`src/hdl/pcf_pkg.sv`:
```
// Shared types and constants of the PCF compression function block.
package pcf_pkg;

    // Configuration register indexes
    localparam int unsigned CFG_IDX_W = 3;
    localparam logic [CFG_IDX_W-1:0] REG_OBSERVE_WINDOW = 3'd0;
    localparam logic [CFG_IDX_W-1:0] REG_CALC_OVERHEAD  = 3'd1;
    localparam logic [CFG_IDX_W-1:0] REG_FAULT_TOL      = 3'd2;
    localparam logic [CFG_IDX_W-1:0] REG_MAX_TX_DELAY   = 3'd3;
    localparam logic [CFG_IDX_W-1:0] REG_STATIC_DELAY   = 3'd4;

    localparam int unsigned CFG_DATA_W = 32;
    localparam int unsigned TIME_W     = 64;
    localparam int unsigned OFFSET_W   = 32;
    localparam int unsigned FRAMES_W   = 4;
    localparam int unsigned TC_FRAC_W  = 16;

    // Controller to datapath commands
    typedef struct packed {
        logic load;       // capture the input beat
        logic calc_clk;   // corrected clock
        logic calc_diff;  // delay minus clock, offset
        logic calc_perm;  // permanence time
        logic insert;     // sorted insert into the store
        logic cmp_gaps;   // gaps to earliest, single-frame product
        logic cmp_count;  // number of kept gaps, single-frame sum
        logic cmp_pick;   // select gaps for the average
        logic finish;     // load result registers, empty the window
    } pcf_cmd_t;

    // Datapath to controller status
    typedef struct packed {
        logic full;
    } pcf_sts_t;

endpackage

```
`src/hdl/pcf_ctrl.sv`:
```
// Controller state machine of the PCF compression function block.
module pcf_ctrl (
    input  logic              clk,
    input  logic              rst_n,
    input  logic              start,
    input  logic              frame_present,
    input  logic              window_end,
    input  pcf_pkg::pcf_sts_t sts,
    output pcf_pkg::pcf_cmd_t cmd,
    output logic              busy
);
    import pcf_pkg::*;

    localparam logic [3:0] ST_IDLE = 4'd0;
    localparam logic [3:0] ST_CLK  = 4'd1;
    localparam logic [3:0] ST_DIFF = 4'd2;
    localparam logic [3:0] ST_PERM = 4'd3;
    localparam logic [3:0] ST_INS  = 4'd4;
    localparam logic [3:0] ST_GAP  = 4'd5;
    localparam logic [3:0] ST_CNT  = 4'd6;
    localparam logic [3:0] ST_PICK = 4'd7;
    localparam logic [3:0] ST_FIN  = 4'd8;

    logic [3:0] state_reg, state_next;
    logic       close_reg, close_next;

    // State register
    always_ff @(posedge clk or negedge rst_n)
    begin
        if (!rst_n)
        begin
            state_reg <= ST_IDLE;
            close_reg <= 1'b0;
        end
        else
        begin
            state_reg <= state_next;
            close_reg <= close_next;
        end
    end

    // Next state and commands
    always_comb
    begin
        state_next = state_reg;
        close_next = close_reg;
        cmd        = '0;
        unique case (state_reg)
            ST_IDLE:
            begin
                if (start)
                begin
                    cmd.load   = 1'b1;
                    close_next = window_end;
                    // a frame into a full window is dropped
                    if (frame_present && !sts.full)
                        state_next = ST_CLK;
                    else if (window_end)
                        state_next = ST_GAP;
                end
            end
            ST_CLK:
            begin
                cmd.calc_clk = 1'b1;
                state_next   = ST_DIFF;
            end
            ST_DIFF:
            begin
                cmd.calc_diff = 1'b1;
                state_next    = ST_PERM;
            end
            ST_PERM:
            begin
                cmd.calc_perm = 1'b1;
                state_next    = ST_INS;
            end
            ST_INS:
            begin
                cmd.insert = 1'b1;
                state_next = close_reg ? ST_GAP : ST_IDLE;
            end
            ST_GAP:
            begin
                cmd.cmp_gaps = 1'b1;
                state_next   = ST_CNT;
            end
            ST_CNT:
            begin
                cmd.cmp_count = 1'b1;
                state_next    = ST_PICK;
            end
            ST_PICK:
            begin
                cmd.cmp_pick = 1'b1;
                state_next   = ST_FIN;
            end
            ST_FIN:
            begin
                cmd.finish = 1'b1;
                state_next = ST_IDLE;
            end
            default:
            begin
                state_next = ST_IDLE;
            end
        endcase
    end

    assign busy = (state_reg != ST_IDLE);

endmodule

```
`config.mk`:
```
export PLATFORM = sky130hd
export DESIGN_NAME = pcf_ctrl
export DESIGN_NICKNAME = d
export VERILOG_FILES = /design/src/hdl/pcf_pkg.sv /design/src/hdl/pcf_ctrl.sv
export SDC_FILE = /design/constraint.sdc
export NUM_CORES = 1
export LEC_CHECK = 0
export ABC_AREA = 1
export BUFFER_PORTS_ARGS = -buffer_cell sky130_fd_sc_hd__buf_2
export CORE_AREA = 4 4 41 43
export DETAILED_ROUTE_END_ITERATION = 16
export DIE_AREA = 0 0 45 47
export PLACE_DENSITY = 0.49
export SKIP_CTS_REPAIR_TIMING = 1
export SLEW_MARGIN = 20
export SYNTH_ARGS = -nofsm -noshare
export SYNTH_HDL_FRONTEND = slang
export SYNTH_SLANG_ARGS = --single-unit
```
`constraint.sdc`:
```
create_clock -name clk -period 1.4 [get_ports clk]
set_clock_uncertainty 0.2 [all_clocks]
set_input_delay 0.42 -clock clk [delete_from_list [all_inputs] [get_ports clk]]
set_output_delay 0.42 -clock clk [all_outputs]
set_load 0.01 [all_outputs]
```
* After elaboration in Yosys (flattened, before gate mapping)
Cells that the tools add are included.
Cells by class: equality and inequality tests 10, muxes and demuxes 15, reduce and logical (&&, ||, !) cells 6
Operators with widths (number):
- 4-bit one-hot mux with 8 select lines | 1
- 4-bit by 3-bit equality test with 1-bit output, second input constant | 4
- 4-bit 2-to-1 mux | 3
- 1-bit 2-to-1 mux | 10
- 4-bit by 2-bit equality test with 1-bit output, second input constant | 2
- 4-bit by 1-bit equality test with 1-bit output, second input constant | 1
- 4-bit equality test, second input constant | 1
- 4-bit logical NOT | 1
- 2-bit AND reduction | 2
- 4-bit nonzero test | 1
- 3-bit 2-to-1 mux | 1
- 3-bit != test, second input constant | 1
- 2-bit != test, second input constant | 1
- 1-bit logical AND | 1
- 1-bit logical NOT | 1
Word-level totals: bits in registers 5, bits of input ports 6, word-level logic and storage cells 33

* Depth between registers and ports, before layout
word-level depth 5, gate-level depth with buffers 7, gate-level depth less buffers 7

* Worst setup path after synthesis
No wires, ideal clock.
path kind flip-flop to output port, from register state_reg[1], to output cmd[0] in the netlist's numbering, arrival 0.920 ns, required time 0.780 ns, setup slack -0.140 ns, stages on the path, launching flop included 4, path buffers 0, cells stage by stage dfrtp_1 -> nor2_4 -> inv_1 -> nor3_1
RTL lines:
- start: declaration | line pcf_ctrl.sv:24 | logic [3:0] state_reg, state_next;
- start signal: assignment | line pcf_ctrl.sv:37 | state_reg <= state_next;
- end: declaration | line pcf_ctrl.sv:9 | output pcf_pkg::pcf_cmd_t cmd,

==> impl_metrics.env <==
export IMPL_synth_ff_type="dfrtp_1"
export IMPL_grt_pass1_wl_mm=1.47
export IMPL_max_slew_margin_rel_pct=89.5
export IMPL_yosysMostFrequentCell="inv_1"
export IMPL_root_buffer="clkbuf_4"
export IMPL_syn_num_nets=61
export IMPL_grt_pass1_vias=379
export IMPL_final_util_pct=52.5
export IMPL_synthToLayoutAreaGrowth_pct=80.2
export IMPL_clkTransAtPathRegs_ns=0.05
export IMPL_routed_wl_um=920
export IMPL_die_width_um=45
export IMPL_ys_types=14
export IMPL_initial_core_util_pct=29.1
export IMPL_grt_max_degree=6
export IMPL_seq_area_frac_synth_pct=33.0
export IMPL_pin_count=16
export IMPL_die_height_um=47
export IMPL_report_final_setup_viol=10
export IMPL_yosys_top_cells_area="dfrtp_1, inv_1, nand2_1"
export IMPL_htree_levels=1
export IMPL_cts_made_buffers=3
export IMPL_antenna_found_initial=0
export IMPL_syn_inst=55
export IMPL_grt_use_total_pct=9.62
export IMPL_routed_via_count=438
export IMPL_synth_top_area_share_pct=33.0
export IMPL_sw_frac_of_total_pct=42.8
export IMPL_crit_required_ns=0.78
export IMPL_largest_reg_flops=4
export IMPL_design_die_area_um2=2120
export IMPL_cts_tree="done"
export IMPL_n_antenna_cell=0
export IMPL_sequentialPowerShare_pct=18.8
export IMPL_start_kind="flop"
export IMPL_drt_iter0_drc=3
export IMPL_max_clock_path_buffers=2
export IMPL_synthTopCellsByCount="inv_1, nand2_1, nor2_1"
export IMPL_yosys_warnings=0
export IMPL_setup_ws_ns=-0.346
export IMPL_violations="setup timing"
export IMPL_port_buffers=15
export IMPL_critical_path_class="reg -> out"
export IMPL_r2r_setup_slack_ns=0.06
export IMPL_synth_area_per_cell_um2=6.89
export IMPL_worst_ir_drop_vdd_mv=1.19
export IMPL_worstHoldPathType="reg -> reg"
export IMPL_cp_data_arrival_time_ns=1.13
export IMPL_crit_fanout=3
export IMPL_p_comb_share_pct=70.9
export IMPL_core_area_um2=1300
export IMPL_drv_slew=0
export IMPL_max_cap_violations=0
export IMPL_finalHoldWorstSlack_ns=0.313
export IMPL_worst_setup_path_end_kind="primary output"
export IMPL_clkSinkCount=5
export IMPL_overflow=0
export IMPL_min_period_ns=1.75
export IMPL_via_per_inst=4.17
export IMPL_synth_top_cell_by_area="dfrtp_1"
export IMPL_synthArstFlopShare_pct=100
export IMPL_design_area_um2=683
export IMPL_cp_slowest_cell="dfrtp_1"
export IMPL_netSwitchingPower_uw=673
export IMPL_wire_per_inst_um=8.76
export IMPL_fmax_ghz=0.573
export IMPL_crit_chain="nor2_4 > nand2_4 > nor2_4 > buf_6"
export IMPL_hold_viol=0
export IMPL_intPower_uw=901
export IMPL_dp_hpwl_um=811
export IMPL_tightestPinTransition_ns=0.158
export IMPL_finalCritPeriodShare_pct=125
export IMPL_insertion_delay_ns=0.24
export IMPL_power_density_nw_per_um2=2300
export IMPL_dpl_cell_area_um2=591
export IMPL_rsz0062_at_grt="yes"
export IMPL_synth_edf_count=0
export IMPL_status="finished, violations left"
export IMPL_fillers=123
export IMPL_crit_top_cell="nor2_4"
export IMPL_ant_nets=0
export IMPL_drc=0
export IMPL_p_leak_uw=0.000403
export IMPL_cp_slowest_stage_delay_ns=0.41
export IMPL_p_total_uw=1570
export IMPL_ys_ff_latch=5
export IMPL_power_frac_clock_pct=10.3
export IMPL_gp_congestion=0.679
export IMPL_synth_cell_area_um2=379
export IMPL_drt_first_pass_iters=4
export IMPL_layout_nets=97
export IMPL_drive_above_1_share_pct=68.9
export IMPL_fp_row_count=13
[metal layers]
metal | routed length (um) | global-route usage (%) | vias up
li1 | - | - | 233
met1 | 393 | 11.6 | 197
met2 | 482 | 16.7 | 8
met3 | 43 | 3.45 | 0
met4 | 0 | 1.75 | 0
met5 | 0 | 0 | -
[kinds of logic after synthesis]
| group | share of synthesized area, % |
|---|---|
| AOI/OAI and AO/OA | 4.29 |
| and+or+nand+nor | 47.9 |
| DFF | 33.0 |
| buffers and inverters | 14.9 |
[per-stage QoR]
step	TNS, ns	instances	worst slack [ns]
final	-3.22	105	-0.346
after global routing	-3.93	105	-0.415
after CTS	-3.69	103	-0.398
after detailed placement	-1.12	99	-0.142
after global placement	-1.08	99	-0.141
after floorplan	-0.170	55	-0.0639
[path summary, 6_finish.rpt]
path | depth (start not counted) | from | to
max | 4 | state_reg[0] | cmd[8]
min | 1 | close_reg | close_reg
max reg2reg | 6 | state_reg[0] | close_reg
min reg2reg | 1 | close_reg | close_reg
max in group asynchronous | 2 | rst_n | state_reg[3]
min in group asynchronous | 2 | rst_n | state_reg[0]
[power groups by stage]
stage / clock, uW / sequential [uW] / combinational (uW)
global placement: 0 / 287 / 965
global route: 177 / 303 / 1230
CTS: 167 / 286 / 971
floorplan: 0 / 280 / 538
detailed placement: 0 / 287 / 968
finish: 162 / 296 / 1110
[area by class of cell]
type	count	area [um2]	area share, %
multi-input combinational	35	225	33.0
sequential	5	129	18.9
timing repair buffer	31	228	33.3
tap	15	18.8	2.75
inverter	15	56.3	8.24
clock buffer	4	26.3	3.85
[cell usage in the layout, fill, tap and decap left out, types with 3 or more instances in the layout]
master / netlist / layout
nand2_2: 2 / 4
clkbuf_4: 0 / 3
dfrtp_2: 0 / 3
inv_1: 13 / 8
buf_6: 0 / 6
nor2_2: 1 / 6
inv_2: 2 / 7
nor2_4: 4 / 4
buf_2: 0 / 12
nand3_1: 4 / 3
nand2_1: 12 / 10
buf_4: 0 / 12
[worst max-delay path, delay by kind of cell, from the launching register on]
kind,cells,cell delay [ns]
simple gates,3,0.36
flops,1,0.41
buf+inv,1,0.11
No activity file was read; power rests on OpenSTA's default activity.
