`config.mk`:
```
export PLATFORM = sky130hd
export DESIGN_NAME = pcf_datapath
export DESIGN_NICKNAME = d
export VERILOG_FILES = /design/src/hdl/pcf_pkg.sv /design/src/hdl/pcf_datapath.sv
export SDC_FILE = /design/constraint.sdc
export NUM_CORES = 2
export LEC_CHECK = 0
export BUFFER_PORTS_ARGS = -buffer_cell sky130_fd_sc_hd__buf_2
export CORE_MARGIN = 1
export CORE_UTILIZATION = 50
export DETAILED_ROUTE_END_ITERATION = 8
export GPL_TIMING_DRIVEN = 0
export PLACE_DENSITY = 0.66
export SLEW_MARGIN = 0
export SYNTH_ARGS = -nofsm -noshare
export SYNTH_HDL_FRONTEND = slang
export SYNTH_SLANG_ARGS = --single-unit
```
`constraint.sdc`:
```
create_clock -name clk -period 13.4 [get_ports clk]
set_input_delay 2.01 -clock clk [delete_from_list [all_inputs] [get_ports clk]]
set_output_delay 2.01 -clock clk [all_outputs]
set_load 0.1 [all_outputs]
```
`src/hdl/pcf_pkg.sv`:
```
// Shared types and constants of the PCF compression function block.
package pcf_pkg;

    // Configuration register indexes
    localparam int unsigned CFG_IDX_W = 3;
    localparam logic [CFG_IDX_W-1:0] REG_OBSERVE_WINDOW = 3'd0;
    localparam logic [CFG_IDX_W-1:0] REG_CALC_OVERHEAD  = 3'd1;
    localparam logic [CFG_IDX_W-1:0] REG_FAULT_TOL      = 3'd2;
    localparam logic [CFG_IDX_W-1:0] REG_MAX_TX_DELAY   = 3'd3;
    localparam logic [CFG_IDX_W-1:0] REG_STATIC_DELAY   = 3'd4;

    localparam int unsigned CFG_DATA_W = 32;
    localparam int unsigned TIME_W     = 64;
    localparam int unsigned OFFSET_W   = 32;
    localparam int unsigned FRAMES_W   = 4;
    localparam int unsigned TC_FRAC_W  = 16;

    // Controller to datapath commands
    typedef struct packed {
        logic load;       // capture the input beat
        logic calc_clk;   // corrected clock
        logic calc_diff;  // delay minus clock, offset
        logic calc_perm;  // permanence time
        logic insert;     // sorted insert into the store
        logic cmp_gaps;   // gaps to earliest, single-frame product
        logic cmp_count;  // number of kept gaps, single-frame sum
        logic cmp_pick;   // select gaps for the average
        logic finish;     // load result registers, empty the window
    } pcf_cmd_t;

    // Datapath to controller status
    typedef struct packed {
        logic full;
    } pcf_sts_t;

endpackage

```
`src/hdl/pcf_datapath.sv`:
```
// Datapath of the PCF compression function: config, sorted store, average.
module pcf_datapath #(
    parameter int WINDOW_DEPTH = 8
) (
    input  logic                                clk,
    input  logic                                rst_n,
    input  logic                                cfg_we,
    input  logic [pcf_pkg::CFG_IDX_W-1:0]       cfg_index,
    input  logic [pcf_pkg::CFG_DATA_W-1:0]      cfg_wdata,
    input  logic [pcf_pkg::TIME_W-1:0]          receive_time,
    input  logic [pcf_pkg::TIME_W-1:0]          transparent_clock_raw,
    input  pcf_pkg::pcf_cmd_t                   cmd,
    output pcf_pkg::pcf_sts_t                   sts,
    output logic                                done,
    output logic [pcf_pkg::TIME_W-1:0]          correction,
    output logic signed [pcf_pkg::OFFSET_W-1:0] clock_offset,
    output logic                                offset_valid,
    output logic [pcf_pkg::FRAMES_W-1:0]        frames_in_window
);
    import pcf_pkg::*;

    localparam int CNT_W = $clog2(WINDOW_DEPTH + 1);
    // fixed store taps for the gaps; clamped for shallow windows
    localparam int G2 = (2 < WINDOW_DEPTH) ? 2 : WINDOW_DEPTH - 1;
    localparam int G3 = (3 < WINDOW_DEPTH) ? 3 : WINDOW_DEPTH - 1;
    localparam int G4 = (4 < WINDOW_DEPTH) ? 4 : WINDOW_DEPTH - 1;

    // configuration
    logic [CFG_DATA_W-1:0] observe_window_reg;
    logic [CFG_DATA_W-1:0] calc_overhead_reg;
    logic [1:0]            fault_tol_reg;
    logic [CFG_DATA_W-1:0] max_tx_delay_reg;
    logic [CFG_DATA_W-1:0] static_delay_reg;

    // frame arithmetic
    logic [TIME_W-1:0]   rx_reg, tc_reg, clk_reg, diff_reg, perm_reg;
    logic [OFFSET_W-1:0] off_reg;

    // window state
    logic [TIME_W-1:0]   store_reg [WINDOW_DEPTH];
    logic [WINDOW_DEPTH-1:0] ge;
    logic [CNT_W-1:0]    cnt_reg, cnt_next;
    logic [OFFSET_W-1:0] chosen_reg;

    // compression
    logic [WINDOW_DEPTH-1:0] ok_reg;
    logic [TIME_W-1:0]   g1_reg, g2_reg, g3_reg, g4_reg;
    logic [CNT_W-1:0]    k_reg, k_next;
    logic [CFG_DATA_W+2:0] mult_reg;
    logic [CFG_DATA_W+3:0] one_reg;
    logic [TIME_W:0]     pick_reg;
    logic                halve_reg;
    logic [TIME_W-1:0]   avg;
    logic [TIME_W-1:0]   corr_next;

    logic                done_reg;
    logic [TIME_W-1:0]   corr_reg;
    logic [OFFSET_W-1:0] offs_reg;
    logic                valid_reg;
    logic [FRAMES_W-1:0] frames_reg;

    // Configuration writes
    always_ff @(posedge clk or negedge rst_n)
    begin
        if (!rst_n)
        begin
            observe_window_reg <= '0;
            calc_overhead_reg  <= '0;
            fault_tol_reg      <= 2'd1;
            max_tx_delay_reg   <= '0;
            static_delay_reg   <= '0;
        end
        else if (cfg_we)
        begin
            unique case (cfg_index)
                REG_OBSERVE_WINDOW: observe_window_reg <= cfg_wdata;
                REG_CALC_OVERHEAD:  calc_overhead_reg  <= cfg_wdata;
                REG_FAULT_TOL:      fault_tol_reg      <= cfg_wdata[1:0];
                REG_MAX_TX_DELAY:   max_tx_delay_reg   <= cfg_wdata;
                REG_STATIC_DELAY:   static_delay_reg   <= cfg_wdata;
                default: ;
            endcase
        end
    end

    // Per-frame arithmetic, one add per step (two in the difference step)
    always_ff @(posedge clk)
    begin
        if (cmd.load)
        begin
            rx_reg <= receive_time;
            tc_reg <= transparent_clock_raw;
        end
        if (cmd.calc_clk)
            clk_reg <= (tc_reg >> TC_FRAC_W) + TIME_W'(static_delay_reg);
        if (cmd.calc_diff)
        begin
            diff_reg <= TIME_W'(max_tx_delay_reg) - clk_reg;
            off_reg  <= clk_reg[OFFSET_W-1:0] - rx_reg[OFFSET_W-1:0];
        end
        if (cmd.calc_perm)
            perm_reg <= rx_reg + diff_reg;
    end

    // Insert position: entries at or past the count, or above the new time
    always_comb
    begin
        for (int i = 0; i < WINDOW_DEPTH; i++)
            ge[i] = (int'(cnt_reg) <= i) || (store_reg[i] > perm_reg);
    end

    // Sorted store: each cell keeps, takes the new time, or takes its lower neighbor
    for (genvar g = 0; g < WINDOW_DEPTH; g++)
    begin : g_cell
        if (g == 0)
        begin : g_first
            always_ff @(posedge clk)
            begin
                if (cmd.insert && ge[0])
                    store_reg[0] <= perm_reg;
            end
        end
        else
        begin : g_rest
            always_ff @(posedge clk)
            begin
                if (cmd.insert && ge[g])
                    store_reg[g] <= ge[g-1] ? store_reg[g-1] : perm_reg;
            end
        end
    end

    // Frame count and chosen offset
    always_comb
    begin
        cnt_next = cnt_reg;
        if (cmd.finish)
            cnt_next = '0;
        else if (cmd.insert)
            cnt_next = CNT_W'(cnt_reg + 1'b1);
    end

    always_ff @(posedge clk or negedge rst_n)
    begin
        if (!rst_n)
        begin
            cnt_reg    <= '0;
            chosen_reg <= '0;
        end
        else
        begin
            cnt_reg <= cnt_next;
            if (cmd.finish)
                chosen_reg <= '0;
            else if (cmd.insert && (int'(cnt_reg) < 3))
                chosen_reg <= off_reg;
        end
    end

    assign sts.full = (int'(cnt_reg) == WINDOW_DEPTH);

    // Number of kept gaps (kept gaps form a prefix of the sorted store)
    always_comb
    begin
        k_next = '0;
        for (int i = 0; i < WINDOW_DEPTH; i++)
            k_next = CNT_W'(k_next + CNT_W'(ok_reg[i]));
    end

    // Pick the averaged value, or the single-frame sum when the window holds one frame
    always_comb
    begin
        corr_next = '0;
        avg       = halve_reg ? pick_reg[TIME_W:1] : pick_reg[TIME_W-1:0];
        if (cnt_reg == CNT_W'(1))
            corr_next = TIME_W'(one_reg);
        else if (cnt_reg != '0)
            corr_next = avg;
    end

    // Compression steps
    always_ff @(posedge clk)
    begin
        if (cmd.cmp_gaps)
        begin
            ok_reg[0] <= 1'b0;
            for (int i = 1; i < WINDOW_DEPTH; i++)
                ok_reg[i] <= (int'(cnt_reg) > i) &&
                             ((store_reg[i] - store_reg[0]) <= TIME_W'(observe_window_reg));
            g1_reg   <= store_reg[1]  - store_reg[0];
            g2_reg   <= store_reg[G2] - store_reg[0];
            g3_reg   <= store_reg[G3] - store_reg[0];
            g4_reg   <= store_reg[G4] - store_reg[0];
            mult_reg <= (CFG_DATA_W+3)'({1'b0, fault_tol_reg} + 3'd1)
                        * (CFG_DATA_W+3)'(observe_window_reg);
        end
        if (cmd.cmp_count)
        begin
            k_reg   <= k_next;
            one_reg <= (CFG_DATA_W+4)'(mult_reg) + (CFG_DATA_W+4)'(calc_overhead_reg);
        end
        if (cmd.cmp_pick)
        begin
            halve_reg <= 1'b0;
            priority if (k_reg == CNT_W'(0))
                pick_reg <= '0;
            else if (k_reg == CNT_W'(1))
                pick_reg <= (TIME_W+1)'(g1_reg);
            else if (k_reg == CNT_W'(2))
            begin
                pick_reg  <= (TIME_W+1)'(g1_reg) + (TIME_W+1)'(g2_reg);
                halve_reg <= 1'b1;
            end
            else if (k_reg == CNT_W'(3))
                pick_reg <= (TIME_W+1)'(g2_reg);
            else if (k_reg == CNT_W'(4))
            begin
                pick_reg  <= (TIME_W+1)'(g2_reg) + (TIME_W+1)'(g3_reg);
                halve_reg <= 1'b1;
            end
            else
            begin
                pick_reg  <= (TIME_W+1)'(g2_reg) + (TIME_W+1)'(g4_reg);
                halve_reg <= 1'b1;
            end
        end
    end

    // Result registers
    always_ff @(posedge clk or negedge rst_n)
    begin
        if (!rst_n)
            done_reg <= 1'b0;
        else
            done_reg <= cmd.finish;
    end

    always_ff @(posedge clk)
    begin
        if (cmd.finish)
        begin
            corr_reg   <= corr_next;
            offs_reg   <= chosen_reg;
            valid_reg  <= (cnt_reg != '0);
            frames_reg <= FRAMES_W'(cnt_reg);
        end
    end

    assign done             = done_reg;
    assign correction       = corr_reg;
    assign clock_offset     = offs_reg;
    assign offset_valid     = valid_reg;
    assign frames_in_window = frames_reg;

endmodule

```
# == Word-level counts from Yosys, hierarchy flattened ==
# Memories as Yosys holds them, arrays and structs flattened.
# Index checks and enable logic that the tools add are counted.
# op_classes
n_lt_le_gt_ge,31
reduce_logical,36
n_eq_ne,10
n_mul,1
bitwise,1
mux,36
add_sub_neg,23
# ops
op,n
$mux W64,9
$gt A64 B64 Y1,8
$le A64 B32 Y1,7
$sub A64 B64 Y64,7
$add A64 B64 Y65,3
$mux W65,3
$mux W36,2
$add A64 B64 Y64,1
$mux W32,2
$sub A32 B64 Y64,1
$add A48 B32 Y49,1
$add A35 B32 Y36,1
$mul A3 B32 Y35,1
$sub A32 B32 Y32,1
$mux W1,18
$gt A4 B3 Y1 const B,4
$le A4 B3 Y1 const B,4
$logic_and A1 B1 Y1,16
$add A4 B1 Y4,3
$reduce_and A2 Y1,5
$eq A4 B1 Y1 const B,2
$eq A4 B2 Y1 const B,2
$gt A4 B2 Y1 const B,2
$le A4 B1 Y1 const B,2
other kinds (21),33
# word_totals
word_cells,169
ram_bits,512
reg_bits,1024
mem_count,1
inputBits,175
out_inout_bits,103
# mem_list
name,depth,word_bits,read_ports,rd_clocked_by_memory_dff,write_ports,line,source
store_reg,8,64,8,0,8,pcf_datapath.sv:40,logic [TIME_W-1:0] store_reg [WINDOW_DEPTH];

# == Longest topological paths before layout ==
# depth
depth_word,6
depth_mapped,33
depth_no_buf,33

# == Least setup slack after synthesis ==
# No wires, ideal clock.
# synth_path
path_type,register to register
startpoint,mem store_reg[0][1]
endpoint,"reg ok_reg[4], data pin"
slack_ns,6.983
setup_time_ns,0.169
arrival_ns,6.248
path_stages_with_launch,29
required_ns,13.231
period_less_slack_ns,6.417
path_buffers,0
path_cell_list,edfxtp_1 inv_1 fa_1 a21o_1 a21o_1 a31o_1 and4_1 nor2_1 o21ai_0 a21o_1 a21oi_1 o21bai_1 a31oi_1 xnor2_1 ha_1 a21o_1 a21o_1 a21o_1 a21o_1 a221o_1 a21o_1 a21oi_1 o21ai_0 a211o_1 or4_1 nor4_1 nand4_1 or4b_1 nor4b_2
# synth_lines
element,line,source
"start, declared",pcf_datapath.sv:40,
"end signal, assigned by index",pcf_datapath.sv:188,ok_reg[i] <= (int'(cnt_reg) > i) &&
"end, declared",pcf_datapath.sv:46,logic [WINDOW_DEPTH-1:0] ok_reg;

==> flow_metrics.py <==
metrics = {
    "yosys": {
        "synth_nets": 13295,
        "ys_ff_latch": 1504,
        "netlist_instances": 11537,
        "synthesis.area_mm2": 0.117,
        "yosysTopAreaCellShare": 0.343,
        "synth_area_leaders": "edfxtp_1 34%, ha_1 16%, mux2_2 5.3%",
        "yosys_warnings": 0,
        "yosys_most_used_dff": "edfxtp_1",
        "ys_types": 106,
        "async_flop_share": 0.111,
        "ys_seq_area_frac": 0.379,
        "syn_avg_cell_area_um2": 10.2,
        "synth-edff-count": 1337,
        "netlist.top_cell.by_area": "edfxtp_1",
    },
    "global_route": {
        "grt_first_pass_wirelength_um": 607000,
        "grt.overflow.total": 0,
        "antenna_found_initial": 23,
        "grt_max_degree": 128,
        "grt_pass1_vias": 93466,
        "grt_usage": 0.349,
    },
    "critical_path": {
        "timing.rr.end": "ok_reg[7]$_DFFE_PP_",
        "ff2ff_path_depth": 25,
        "crit_path_end_kind": "register",
        "setup.worst_path.start": "store_reg[0][1]$_DFFE_PP_",
        "r2r-start": "store_reg[0][1]$_DFFE_PP_",
        "regToRegSetupSlack_ns": 4.16,
        "crit_end": "ok_reg[7]$_DFFE_PP_",
        "cp-start-kind": "register",
        "cp.arrival_ns": 9.92,
        "critical_path.max_fanout": 10,
        "criticalPathCategory": "register to register",
        "required_ns": 14.08,
    },
    "die": {
        "io_pins": 278,
        "dieHeight_um": 486,
        "initial_core_util": 0.503,
        "fp.dieArea_mm2": 0.236,
        "fp.dieW_um": 486,
        "core_mm2": 0.233,
        "num_rows": 177,
    },
    "power_and_ir_drop": {
        "p_int_mw": 15.5,
        "p_clk_frac": 0.166,
        "p_sw_mw": 13.4,
        "power.leakage_nw": 54.5,
        "vdd_drop_max_v": 0.000168,
        "powerDensity_mw_per_mm2": 224,
        "combPwrFrac": 0.558,
        "sw_frac_of_total": 0.464,
        "p_seq_frac": 0.275,
    },
    "cells_and_area": {
        "final_layout_size_suffix_gt1_frac": 0.100,
        "largest_reg_flops": 512,
        "layout.nets": 13753,
        "area_growth_pct": 9.93,
    },
    "routing": {
        "num_vias": 96864,
        "wl_per_cell_um": 27.7,
        "postRouteWirelength_um": 423000,
        "drc": 0,
        "dr.pass1.iters": 6,
        "drt_iter0_drc": 9486,
        "ant_nets": 0,
        "via_per_inst": 6.34,
    },
    "sta": {
        "setup_tns_ns": 0,
        "timing.final.crit_share": 0.689,
        "worst_pin_slew_ns": 1.54,
        "fmax_mhz": 108,
        "fin_skew_ns": 0.0722,
        "hold_viol": 0,
        "period_needed_ns": 9.24,
        "rsz0062_at_grt": "false",
        "setup_viol_count_final": 0,
        "whs_ns": 0.449,
        "drv_slew": 18,
        "slew_headroom": -0.0260,
    },
    "clock_tree": {
        "htree_levels": 4,
        "cts_tree": "done",
        "cts_buffer_depth": 3,
        "cts_root_buffer": "clkbuf_16",
        "postCtsHoldBufs": 0,
        "cts_sinks": 1504,
        "cts_setup_buffers": 0,
        "numCtsBuffers": 169,
        "clkTransAtPathRegs_ns": 0.06,
        "clk_latency_ns": 0.86,
        "ctsResizeCount": 0,
    },
    "place": {
        "dpl.hpwl_um": 349000,
        "place.gp.congestion": 0.995,
        "portBuffers": 261,
    },
    "hold_path": {
        "holdCritPathClass": "register to register",
    },
    "run": {
        "maxCapViolations": 4,
    },
    "run_status": {
        "outcome": "complete, but fails checks",
        "violations": "max-capacitance violations, max-slew violations",
    },
}
## area by class of cell
class	count	area (um2)
fill	20274	104000
multi-input combinational	9157	69600
sequential	1504	44300
clock buffer	207	4540
tap	3132	3920
inverter	540	2030
timing repair buffer	287	1840
buffer	336	1270
clock inverter	101	1190
antenna	15	37.5
## cell families after synthesis
group / count (synthesis) / share of synthesized area
fa+ha+maj: 1583 / 0.172
compound gates: 3343 / 0.180
simple gates: 2804 / 0.121
buf+inv: 876 / 0.0281
xor+xnor: 714 / 0.0534
flops: 1504 / 0.379
mux: 713 / 0.0668
## Yosys cell counts (all sizes together), types with 57 or more instances
cell    instances
ha           1534
edfxtp       1337
a21oi        1082
nand2         765
o21ai         726
a21o          597
mux2          553
nor2          550
inv           539
xnor2         462
clkbuf        308
nand4         307
xor2          252
nand2b        244
nor2b         224
nand3         179
dfrtp         166
mux2i         160
o21bai        136
nor3          133
o21a          131
a31oi          93
and3           74
a211oi         72
nor4           64
and2           63
a221oi         57
## metrics by stage
| step | setup WS (ns) | util | instance area, um2 | total power [mW] | cells |
|---|---|---|---|---|---|
| CTS | 4.17 | 0.553 | 129000 | 28.5 | 15264 |
| finish | 4.16 | 0.553 | 129000 | 28.9 | 15279 |
| detailed placement | 4.22 | 0.528 | 123000 | 23.6 | 14956 |
| floorplan | 6.98 | - | 117000 | 18.4 | 11537 |
| global route | 3.73 | 0.553 | 129000 | 30.6 | 15266 |
| global placement | 1.67 | 0.526 | 122000 | 23.3 | 14930 |
## worst min-delay path by stage
stage | from | endpoint | slack, ns | cells past startpoint
floorplan | cnt_reg[2]$_DFFE_PN0P_ | frames_in_window[2]$_DFFE_PP_ | 0.42 | 0
global placement | chosen_reg[7]$_DFFE_PN0P_ | clock_offset[7]$_DFFE_PP_ | 0.43 | 0
detailed placement | cnt_reg[2]$_DFFE_PN0P_ | frames_in_window[2]$_DFFE_PP_ | 0.43 | 0
CTS | chosen_reg[5]$_DFFE_PN0P_ | clock_offset[5]$_DFFE_PP_ | 0.45 | 0
global route | chosen_reg[7]$_DFFE_PN0P_ | clock_offset[7]$_DFFE_PP_ | 0.46 | 0
finish | chosen_reg[7]$_DFFE_PN0P_ | clock_offset[7]$_DFFE_PP_ | 0.45 | 0
## power by group through the flow
stage	Combinational [mW]	Clock, mW	Sequential (mW)
after floorplan	10.8	0	7.68
after global placement	15.3	0	7.97
after detailed placement	15.6	0	7.97
after CTS	15.8	4.85	7.89
after global routing	17.5	5.02	8.03
final	16.1	4.81	7.95
## critical path: stages (launching register included)
cell       delay, ns
edfxtp_1        0.78
inv_1           0.54
ha_1            0.42
nor2b_1         0.14
o31a_1          0.29
o31ai_1         0.67
o2111a_1        0.26
nor2_1          0.10
a31oi_1         0.97
o21ai_0         0.26
xor2_1          0.20
ha_1            0.30
nand4_1         0.17
nor4_1          0.39
nand2_1         0.17
o21ai_0         0.38
o2111ai_1       0.26
nor3_1          0.26
nand4_1         0.15
nor4b_1         0.33
nand3_1         0.20
nor4_1          0.60
o2111ai_1       0.21
or4_1           0.48
nor4_2          0.24
buf_4           0.26
## layout by cell type, fill, tap and decap left out, types with 220 or more instances in the layout
cell | Yosys | final
ha_1 | 1534 | 1534
nand2b_1 | 244 | 244
nor2b_1 | 224 | 220
nor2_1 | 550 | 548
edfxtp_1 | 1337 | 1337
xor2_1 | 252 | 252
inv_1 | 539 | 539
nand2_1 | 765 | 765
xnor2_1 | 462 | 462
clkbuf_1 | 308 | 332
mux2_2 | 553 | 553
o21ai_0 | 706 | 706
a21o_1 | 594 | 594
nand4_1 | 307 | 307
buf_2 | 5 | 260
a21oi_1 | 1077 | 1076
## metal layers
| layer | vias to the layer above | GRT usage | share of wire |
|---|---|---|---|
| met3 | 696 | 0.0526 | 0.087 |
| met2 | 4291 | 0.529 | 0.43 |
| li1 | 44436 | - | - |
| met5 | - | 0 | 0 |
| met1 | 47441 | 0.496 | 0.44 |
| met4 | 0 | 0.143 | 0.046 |
(Power assumes the default switching activity.)
